$ cat config.mk
export PLATFORM = sky130hd
export DESIGN_NAME = nonpreemptive_priority_scheduler
export DESIGN_NICKNAME = d
export VERILOG_FILES = /design/src/hw/rtl/nps_pkg.sv /design/src/hw/rtl/nps_cell.sv /design/src/hw/rtl/nonpreemptive_priority_scheduler.sv
export SDC_FILE = /design/constraint.sdc
export NUM_CORES = 2
export LEC_CHECK = 0
export BUFFER_PORTS_ARGS = -buffer_cell sky130_fd_sc_hd__buf_2
export CAP_MARGIN = 40
export CORE_ASPECT_RATIO = 0.5
export CORE_MARGIN = 2
export CORE_UTILIZATION = 64
export DETAILED_ROUTE_END_ITERATION = 8
export GPL_ROUTABILITY_DRIVEN = 0
export GPL_TIMING_DRIVEN = 0
export PLACE_DENSITY = 0.78
export REMOVE_ABC_BUFFERS = 1
export SLEW_MARGIN = 20
export SYNTH_ARGS = -nofsm -noshare
export SYNTH_HDL_FRONTEND = slang
export SYNTH_HIERARCHICAL = 1
export SYNTH_SLANG_ARGS = --single-unit
$ cat constraint.sdc
create_clock -name i_clk -period 8.8 [get_ports i_clk]
set_input_delay 1.76 -clock i_clk [delete_from_list [all_inputs] [get_ports i_clk]]
set_output_delay 1.76 -clock i_clk [all_outputs]
set_load 0.01 [all_outputs]
$ cat src/hw/rtl/nps_pkg.sv
// package with shared types and constants of the priority scheduler
`default_nettype none
package nps_pkg;

    localparam int ARR_W   = 16;
    localparam int BURST_W = 16;
    localparam int PRIO_W  = 8;
    localparam int NUM_W   = 5;
    localparam int TIME_W  = 21;
    localparam int IN_W    = ARR_W + BURST_W + PRIO_W;
    localparam int OUT_W   = 72;

    localparam logic [TIME_W-1:0] TIME_MAX = {TIME_W{1'b1}};

    typedef enum logic [1:0] {
        ST_LOAD,
        ST_SCAN,
        ST_PUT
    } t_state;

    // selection packet handed from cell to cell
    typedef struct packed {
        logic               valid;
        logic               found;
        logic [ARR_W-1:0]   arrival;
        logic [BURST_W-1:0] burst;
        logic [PRIO_W-1:0]  prio;
        logic               pending;
        logic [ARR_W-1:0]   earliest;
    } t_scan_pkt;

    typedef struct packed {
        logic               load_we;
        logic [ARR_W-1:0]   arrival;
        logic [BURST_W-1:0] burst;
        logic [PRIO_W-1:0]  prio;
    } t_load;

    typedef struct packed {
        logic clear;
        logic fin_we;
    } t_cell_ctl;

endpackage
`default_nettype wire

$ cat src/hw/rtl/nps_cell.sv
// one process entry of the scheduler chain with its stage of the selection scan
`default_nettype none
module nps_cell #(
    parameter int IDX_W    = 4,
    parameter int CELL_IDX = 0
) (
    input  wire                           i_clk,
    input  wire                           i_rst_n,
    input  nps_pkg::t_load                i_load,
    input  nps_pkg::t_cell_ctl            i_ctl,
    input  wire  [IDX_W-1:0]              i_fin_idx,
    input  wire  [nps_pkg::TIME_W-1:0]    i_time,
    input  nps_pkg::t_scan_pkt            i_pkt,
    input  wire  [IDX_W-1:0]              i_idx,
    output nps_pkg::t_scan_pkt            o_pkt,
    output logic [IDX_W-1:0]              o_idx
);

    logic [nps_pkg::ARR_W-1:0]   r_arr;
    logic [nps_pkg::BURST_W-1:0] r_burst;
    logic [nps_pkg::PRIO_W-1:0]  r_prio;
    logic                        r_loaded;
    logic                        r_fin;
    nps_pkg::t_scan_pkt          r_pkt;
    nps_pkg::t_scan_pkt          n_pkt;
    logic [IDX_W-1:0]            r_idx;
    logic [IDX_W-1:0]            n_idx;

    logic eligible;
    logic arrived;
    logic better;

    always_ff @(posedge i_clk) begin
        if (i_load.load_we) begin
            r_arr   <= i_load.arrival;
            r_burst <= i_load.burst;
            r_prio  <= i_load.prio;
        end
    end

    always_ff @(posedge i_clk) begin
        if (!i_rst_n) begin
            r_loaded <= 1'b0;
            r_fin    <= 1'b0;
        end else if (i_ctl.clear) begin
            r_loaded <= 1'b0;
            r_fin    <= 1'b0;
        end else begin
            if (i_load.load_we) begin
                r_loaded <= 1'b1;
                r_fin    <= 1'b0;
            end else if (i_ctl.fin_we && (i_fin_idx == IDX_W'(CELL_IDX))) begin
                r_fin <= 1'b1;
            end
        end
    end

    always_comb begin
        eligible = r_loaded && !r_fin;
        arrived  = ({{(nps_pkg::TIME_W-nps_pkg::ARR_W){1'b0}}, r_arr} <= i_time);
        better   = !i_pkt.found || (r_prio > i_pkt.prio) ||
                   ((r_prio == i_pkt.prio) && (r_arr < i_pkt.arrival));
        n_pkt = i_pkt;
        n_idx = i_idx;
        if (eligible && (!i_pkt.pending || (r_arr < i_pkt.earliest))) begin
            n_pkt.earliest = r_arr;
        end
        if (eligible) begin
            n_pkt.pending = 1'b1;
        end
        if (eligible && arrived && better) begin
            n_pkt.found   = 1'b1;
            n_pkt.arrival = r_arr;
            n_pkt.burst   = r_burst;
            n_pkt.prio    = r_prio;
            n_idx         = IDX_W'(CELL_IDX);
        end
    end

    always_ff @(posedge i_clk) begin
        if (!i_rst_n) begin
            r_pkt <= '0;
            r_idx <= '0;
        end else begin
            r_pkt <= n_pkt;
            r_idx <= n_idx;
        end
    end

    assign o_pkt = r_pkt;
    assign o_idx = r_idx;

endmodule
`default_nettype wire

$ cat src/hw/rtl/nonpreemptive_priority_scheduler.sv
// top level of the non-preemptive priority scheduler with its control sequencer
//
// Processes stream in one per cycle (arrival, burst, priority); up to MAX_PROCS are kept,
// further ones are dropped. The transfer marked tlast starts scheduling from time zero and
// the input is held off until the set is done. Each decision sends one selection packet
// down the row of MAX_PROCS cells, one cell per cycle, and a found entry waits in place while
// the result port is busy; a jump over an idle gap costs one more scan.
// Results leave in completion order, the final one marked by tlast.
`default_nettype none
module nonpreemptive_priority_scheduler #(
    parameter int MAX_PROCS = 16
) (
    input  wire                          i_clk,
    input  wire                          i_rst_n,
    input  wire                          s_axis_tvalid,
    output logic                         s_axis_tready,
    // arrival_time, burst_time, priority_level
    input  wire  [nps_pkg::IN_W-1:0]     s_axis_tdata,
    input  wire                          s_axis_tlast,
    output logic                         m_axis_tvalid,
    input  wire                          m_axis_tready,
    // process_number, completion_time, turnaround_time, waiting_time, zero pad
    output logic [nps_pkg::OUT_W-1:0]    m_axis_tdata,
    output logic                         m_axis_tlast
);

    localparam int IDX_W = (MAX_PROCS > 1) ? $clog2(MAX_PROCS) : 1;
    localparam int CNT_W = $clog2(MAX_PROCS + 1);
    localparam int TW    = nps_pkg::TIME_W;

    nps_pkg::t_state      r_state;
    nps_pkg::t_state      n_state;
    logic [CNT_W-1:0]     r_count;
    logic [CNT_W-1:0]     n_count;
    logic [CNT_W-1:0]     r_done;
    logic [CNT_W-1:0]     n_done;
    logic [TW-1:0]        r_time;
    logic [TW-1:0]        n_time;
    logic                 r_go;
    logic                 n_go;
    nps_pkg::t_scan_pkt   r_sel;
    logic [IDX_W-1:0]     r_sel_idx;
    logic                 r_out_valid;
    logic                 n_out_valid;
    logic                 r_out_last;
    logic [nps_pkg::OUT_W-1:0] r_out_data;

    nps_pkg::t_scan_pkt   chain_pkt [MAX_PROCS+1];
    logic [IDX_W-1:0]     chain_idx [MAX_PROCS+1];
    nps_pkg::t_load       load_bus  [MAX_PROCS];
    nps_pkg::t_cell_ctl   cell_ctl;

    logic                 in_xfer;
    logic                 load_wr;
    logic                 out_free;
    logic                 commit;
    logic                 set_last;
    logic [TW:0]          sum;
    logic [TW-1:0]        ct;
    logic [TW-1:0]        tat;
    logic [TW-1:0]        wt;
    logic [31:0]          num32;
    logic [CNT_W-1:0]     done_inc;

    assign s_axis_tready = (r_state == nps_pkg::ST_LOAD);
    assign in_xfer       = s_axis_tvalid && s_axis_tready;
    assign load_wr       = in_xfer && (r_count < CNT_W'(MAX_PROCS));
    assign out_free      = !r_out_valid || m_axis_tready;
    assign done_inc      = r_done + CNT_W'(1);
    assign set_last      = (done_inc == r_count);

    // result arithmetic on the chosen entry
    always_comb begin
        sum   = {1'b0, r_time} + {{(TW+1-nps_pkg::BURST_W){1'b0}}, r_sel.burst};
        ct    = (sum > {1'b0, nps_pkg::TIME_MAX}) ? nps_pkg::TIME_MAX : sum[TW-1:0];
        tat   = ct - {{(TW-nps_pkg::ARR_W){1'b0}}, r_sel.arrival};
        wt    = (tat >= {{(TW-nps_pkg::BURST_W){1'b0}}, r_sel.burst}) ?
                (tat - {{(TW-nps_pkg::BURST_W){1'b0}}, r_sel.burst}) : '0;
        num32 = 32'(r_sel_idx) + 32'd1;
    end

    always_comb begin
        n_state     = r_state;
        n_count     = r_count;
        n_done      = r_done;
        n_time      = r_time;
        n_go        = 1'b0;
        n_out_valid = r_out_valid && !m_axis_tready;
        commit      = 1'b0;
        cell_ctl    = '0;
        unique case (r_state)
            nps_pkg::ST_LOAD: begin
                if (load_wr) begin
                    n_count = r_count + CNT_W'(1);
                end
                if (in_xfer && s_axis_tlast && (n_count != '0)) begin
                    n_time  = '0;
                    n_done  = '0;
                    n_go    = 1'b1;
                    n_state = nps_pkg::ST_SCAN;
                end
            end
            nps_pkg::ST_SCAN: begin
                if (chain_pkt[MAX_PROCS].valid) begin
                    n_state = nps_pkg::ST_PUT;
                end
            end
            nps_pkg::ST_PUT: begin
                if (!r_sel.found) begin
                    n_time  = {{(TW-nps_pkg::ARR_W){1'b0}}, r_sel.earliest};
                    n_go    = 1'b1;
                    n_state = nps_pkg::ST_SCAN;
                end else if (out_free) begin
                    commit          = 1'b1;
                    n_out_valid     = 1'b1;
                    cell_ctl.fin_we = 1'b1;
                    n_time          = ct;
                    n_done          = done_inc;
                    if (set_last) begin
                        cell_ctl.clear = 1'b1;
                        n_count        = '0;
                        n_time         = '0;
                        n_state        = nps_pkg::ST_LOAD;
                    end else begin
                        n_go    = 1'b1;
                        n_state = nps_pkg::ST_SCAN;
                    end
                end
            end
            default: n_state = nps_pkg::ST_LOAD;
        endcase
    end

    always_ff @(posedge i_clk) begin
        if (!i_rst_n) begin
            r_state     <= nps_pkg::ST_LOAD;
            r_count     <= '0;
            r_done      <= '0;
            r_time      <= '0;
            r_go        <= 1'b0;
            r_out_valid <= 1'b0;
        end else begin
            r_state     <= n_state;
            r_count     <= n_count;
            r_done      <= n_done;
            r_time      <= n_time;
            r_go        <= n_go;
            r_out_valid <= n_out_valid;
        end
    end

    always_ff @(posedge i_clk) begin
        if ((r_state == nps_pkg::ST_SCAN) && chain_pkt[MAX_PROCS].valid) begin
            r_sel     <= chain_pkt[MAX_PROCS];
            r_sel_idx <= chain_idx[MAX_PROCS];
        end
        if (commit) begin
            r_out_data <= {4'b0000, wt, tat, ct, num32[nps_pkg::NUM_W-1:0]};
            r_out_last <= set_last;
        end
    end

    assign m_axis_tvalid = r_out_valid;
    assign m_axis_tdata  = r_out_data;
    assign m_axis_tlast  = r_out_last;

    // packet injected at the head of the chain
    always_comb begin
        chain_pkt[0]       = '0;
        chain_pkt[0].valid = r_go;
        chain_idx[0]       = '0;
    end

    for (genvar g = 0; g < MAX_PROCS; g++) begin : g_cell
        always_comb begin
            load_bus[g].load_we = load_wr && (r_count == CNT_W'(g));
            load_bus[g].arrival = s_axis_tdata[nps_pkg::ARR_W-1:0];
            load_bus[g].burst   = s_axis_tdata[nps_pkg::ARR_W+nps_pkg::BURST_W-1:
                                               nps_pkg::ARR_W];
            load_bus[g].prio    = s_axis_tdata[nps_pkg::IN_W-1:
                                               nps_pkg::ARR_W+nps_pkg::BURST_W];
        end

        nps_cell #(
            .IDX_W    (IDX_W),
            .CELL_IDX (g)
        ) u_cell (
            .i_clk     (i_clk),
            .i_rst_n   (i_rst_n),
            .i_load    (load_bus[g]),
            .i_ctl     (cell_ctl),
            .i_fin_idx (r_sel_idx),
            .i_time    (r_time),
            .i_pkt     (chain_pkt[g]),
            .i_idx     (chain_idx[g]),
            .o_pkt     (chain_pkt[g+1]),
            .o_idx     (chain_idx[g+1])
        );
    end

endmodule
`default_nettype wire
==> impl_metrics.env <==
export IMPL_outcome="finished, final reports clean"
export IMPL_clk_path_buf_depth=3
export IMPL_worst_ep_required_time_ns=9.34
export IMPL_fp_dieW_um=534.4
export IMPL_fill_cells=9939
export IMPL_core_um2=139800
export IMPL_avgRoutedWirePerCell_um=18.71
export IMPL_synth_area_um2=90020
export IMPL_worst_slew_pin_slew_ns=0.8764
export IMPL_clk_latency_ns=0.82
export IMPL_p_leak_nw=35.38
export IMPL_grt_pass1_vias=57314
export IMPL_fp_dieH_um=269.2
export IMPL_grt_max_degree=218
export IMPL_cts_hold_fix_buffers=0
export IMPL_post_route_period_util_pct=83.73
export IMPL_criticalPathCategory="reg2reg"
export IMPL_ant_nets=0
export IMPL_hpwl_um=145500
export IMPL_startpoint_type="register"
export IMPL_power_mw=17.21
export IMPL_hold_class="reg2reg"
export IMPL_slew_headroom_pct=39.90
export IMPL_viasPerCell=5.595
export IMPL_clk_pin_slew_ns=0.07
export IMPL_hold_start="g_cell[15].u_cell/o_pkt[7]"
export IMPL_io_pins=120
export IMPL_setup_viol_count_final=0
export IMPL_grt_pass1_wl_um=310700
export IMPL_cts_tree="built"
export IMPL_initial_core_util_pct=64.39
export IMPL_r2r_slack_ns=1.43
export IMPL_cts_buffers_inserted=160
export IMPL_drive_above_1_share_pct=6.912
export IMPL_fin_setup_tns_ns=0
export IMPL_hold_viol_final=0
export IMPL_worst_slack_ns=1.431
export IMPL_cts_setup_buffers=0
export IMPL_cts_max_level=4
export IMPL_dp_slack_ns=1.462
export IMPL_overflow=0
export IMPL_synth_warnings=6
export IMPL_crit_arrival_ns=7.91
export IMPL_rsz0062_at_grt="no"
export IMPL_whs_ns=0.3967
export IMPL_min_period_ns=7.369
export IMPL_syn_to_final_growth_pct=9.030
export IMPL_totalWireLength_um=198800
export IMPL_synthCells=8432
export IMPL_dieArea_um2=143900
export IMPL_cts_resized=0
export IMPL_clock_fmax_mhz=135.7
export IMPL_cp_max_fo=18
export IMPL_end_kind="register"
export IMPL_cap_viol_max_count=0
export IMPL_power_density_nw_per_um2=175.3
export IMPL_rr_startpoint="r_time[1]"
export IMPL_synth_avg_cell_area_um2=10.68
export IMPL_drcViolationCount=0
export IMPL_hold_depth=0
export IMPL_antenna_found_initial=5
export IMPL_clock_sinks=1828
export IMPL_r2r_end="m_axis_tdata[50]"
export IMPL_port_buffer_count=115
export IMPL_rows=97
export IMPL_vias=59431
export IMPL_track_usage_pct=27.21
export IMPL_drt_initial_drc_count=4982
export IMPL_skew_ns=0.05054
export IMPL_cp_startpoint="r_time[1]"
export IMPL_hold_end="r_sel[7]"
export IMPL_drtPass1Iterations=8
export IMPL_ir_drop_mv=0.1513
export IMPL_drv_slew=0
export IMPL_rr_worst_depth=24
export IMPL_cts_root_buf="clkbuf_16"
export IMPL_fin_util_pct=70.20
export IMPL_nets=9568
==> per-layer routing <==
layer	vias up	GRT usage (%)	share of wire (%)
li1	29302	-	-
met1	27959	37.75	45
met2	1763	42.43	44
met3	405	4.030	6.9
met4	2	12.22	4.4
met5	-	0	0.0080
==> critical path: stages, from the launching register on <==
cell,delay (ns)
dfxtp_2,0.87
ha_1,0.37
a21oi_1,0.20
nand4b_1,0.18
a21oi_1,0.13
o31a_1,0.39
a31o_4,0.31
a41oi_4,0.52
nand2_1,0.26
ha_1,0.33
nor2b_1,0.15
o2111ai_1,0.25
a31oi_1,0.22
a311o_1,0.41
a21o_1,0.19
a21oi_1,0.17
xnor2_1,0.17
ha_1,0.32
a21o_1,0.20
a21oi_1,0.14
nor2b_1,0.08
or4_4,0.43
nor4_4,0.42
buf_4,0.29
nor2_1,0.07
==> report_power, final <==
group	switching [mW]	internal, mW	total [mW]
clock network	3.16	4.06	7.22
registers	0.0804	8.95	9.03
logic	0.600	0.359	0.959
==> sequential cells by signal (all words and copies together), names as in the netlist, 21 cells and up <==
register               cells
g_cell.u_cell/o_pkt      935
g_cell.u_cell/r_arr      256
g_cell.u_cell/r_burst    256
g_cell.u_cell/r_prio     128
m_axis_tdata              68
g_cell.u_cell/o_idx       64
r_sel                     49
r_time                    21
==> stage by stage <==
step / cells / area (µm²)
5_1_grt: 10623 / 98150
3_5_place_dp: 10318 / 92690
3_3_place_gp: 10238 / 90980
4_1_cts: 10618 / 98120
6_report: 10623 / 98150
2_1_floorplan: 8242 / 88050
==> final cells by class <==
class / instances / area (µm²) / area share (%)
Antenna cell: 3 / 7.507 / 0.007648
Clock buffer: 240 / 4613 / 4.700
Clock inverter: 60 / 820.8 / 0.8362
Inverter: 927 / 3485 / 3.550
Multi-Input combinational cell: 5487 / 40590 / 41.36
Sequential cell: 1828 / 44250 / 45.08
Tap cell: 1881 / 2354 / 2.398
Timing Repair Buffer: 197 / 2033 / 2.071
==> worst max path at each step <==
stage | to | depth (start not counted)
6_report | m_axis_tdata[50] | 24
3_5_place_dp | m_axis_tdata[50] | 24
3_3_place_gp | r_go | 3
4_1_cts | m_axis_tdata[50] | 24
2_1_floorplan | m_axis_tdata[67] | 23
5_1_grt | m_axis_tdata[53] | 24
==> cells in the final DEF (no fill, tap or decap), types with 34 or more instances in the layout <==
cell       count
nand4_1      100
edfxtp_1     762
mux2i_1      900
inv_1        925
clkbuf_1      53
and3_1        58
xnor2_1       34
o21a_1        78
nor3_1        62
conb_1       108
a21o_1       120
clkbuf_16    164
nor2b_1      328
o21ai_1       59
nand2_1     1433
dfxtp_1     1047
nor2_1       164
a221o_1       39
ha_1         919
o21ai_0       88
a21oi_1      265
a31oi_1       56
a211oi_1      40
nand3_1       79
buf_2        114
nand2b_1      96
Power figures use the tool's default switching activity.
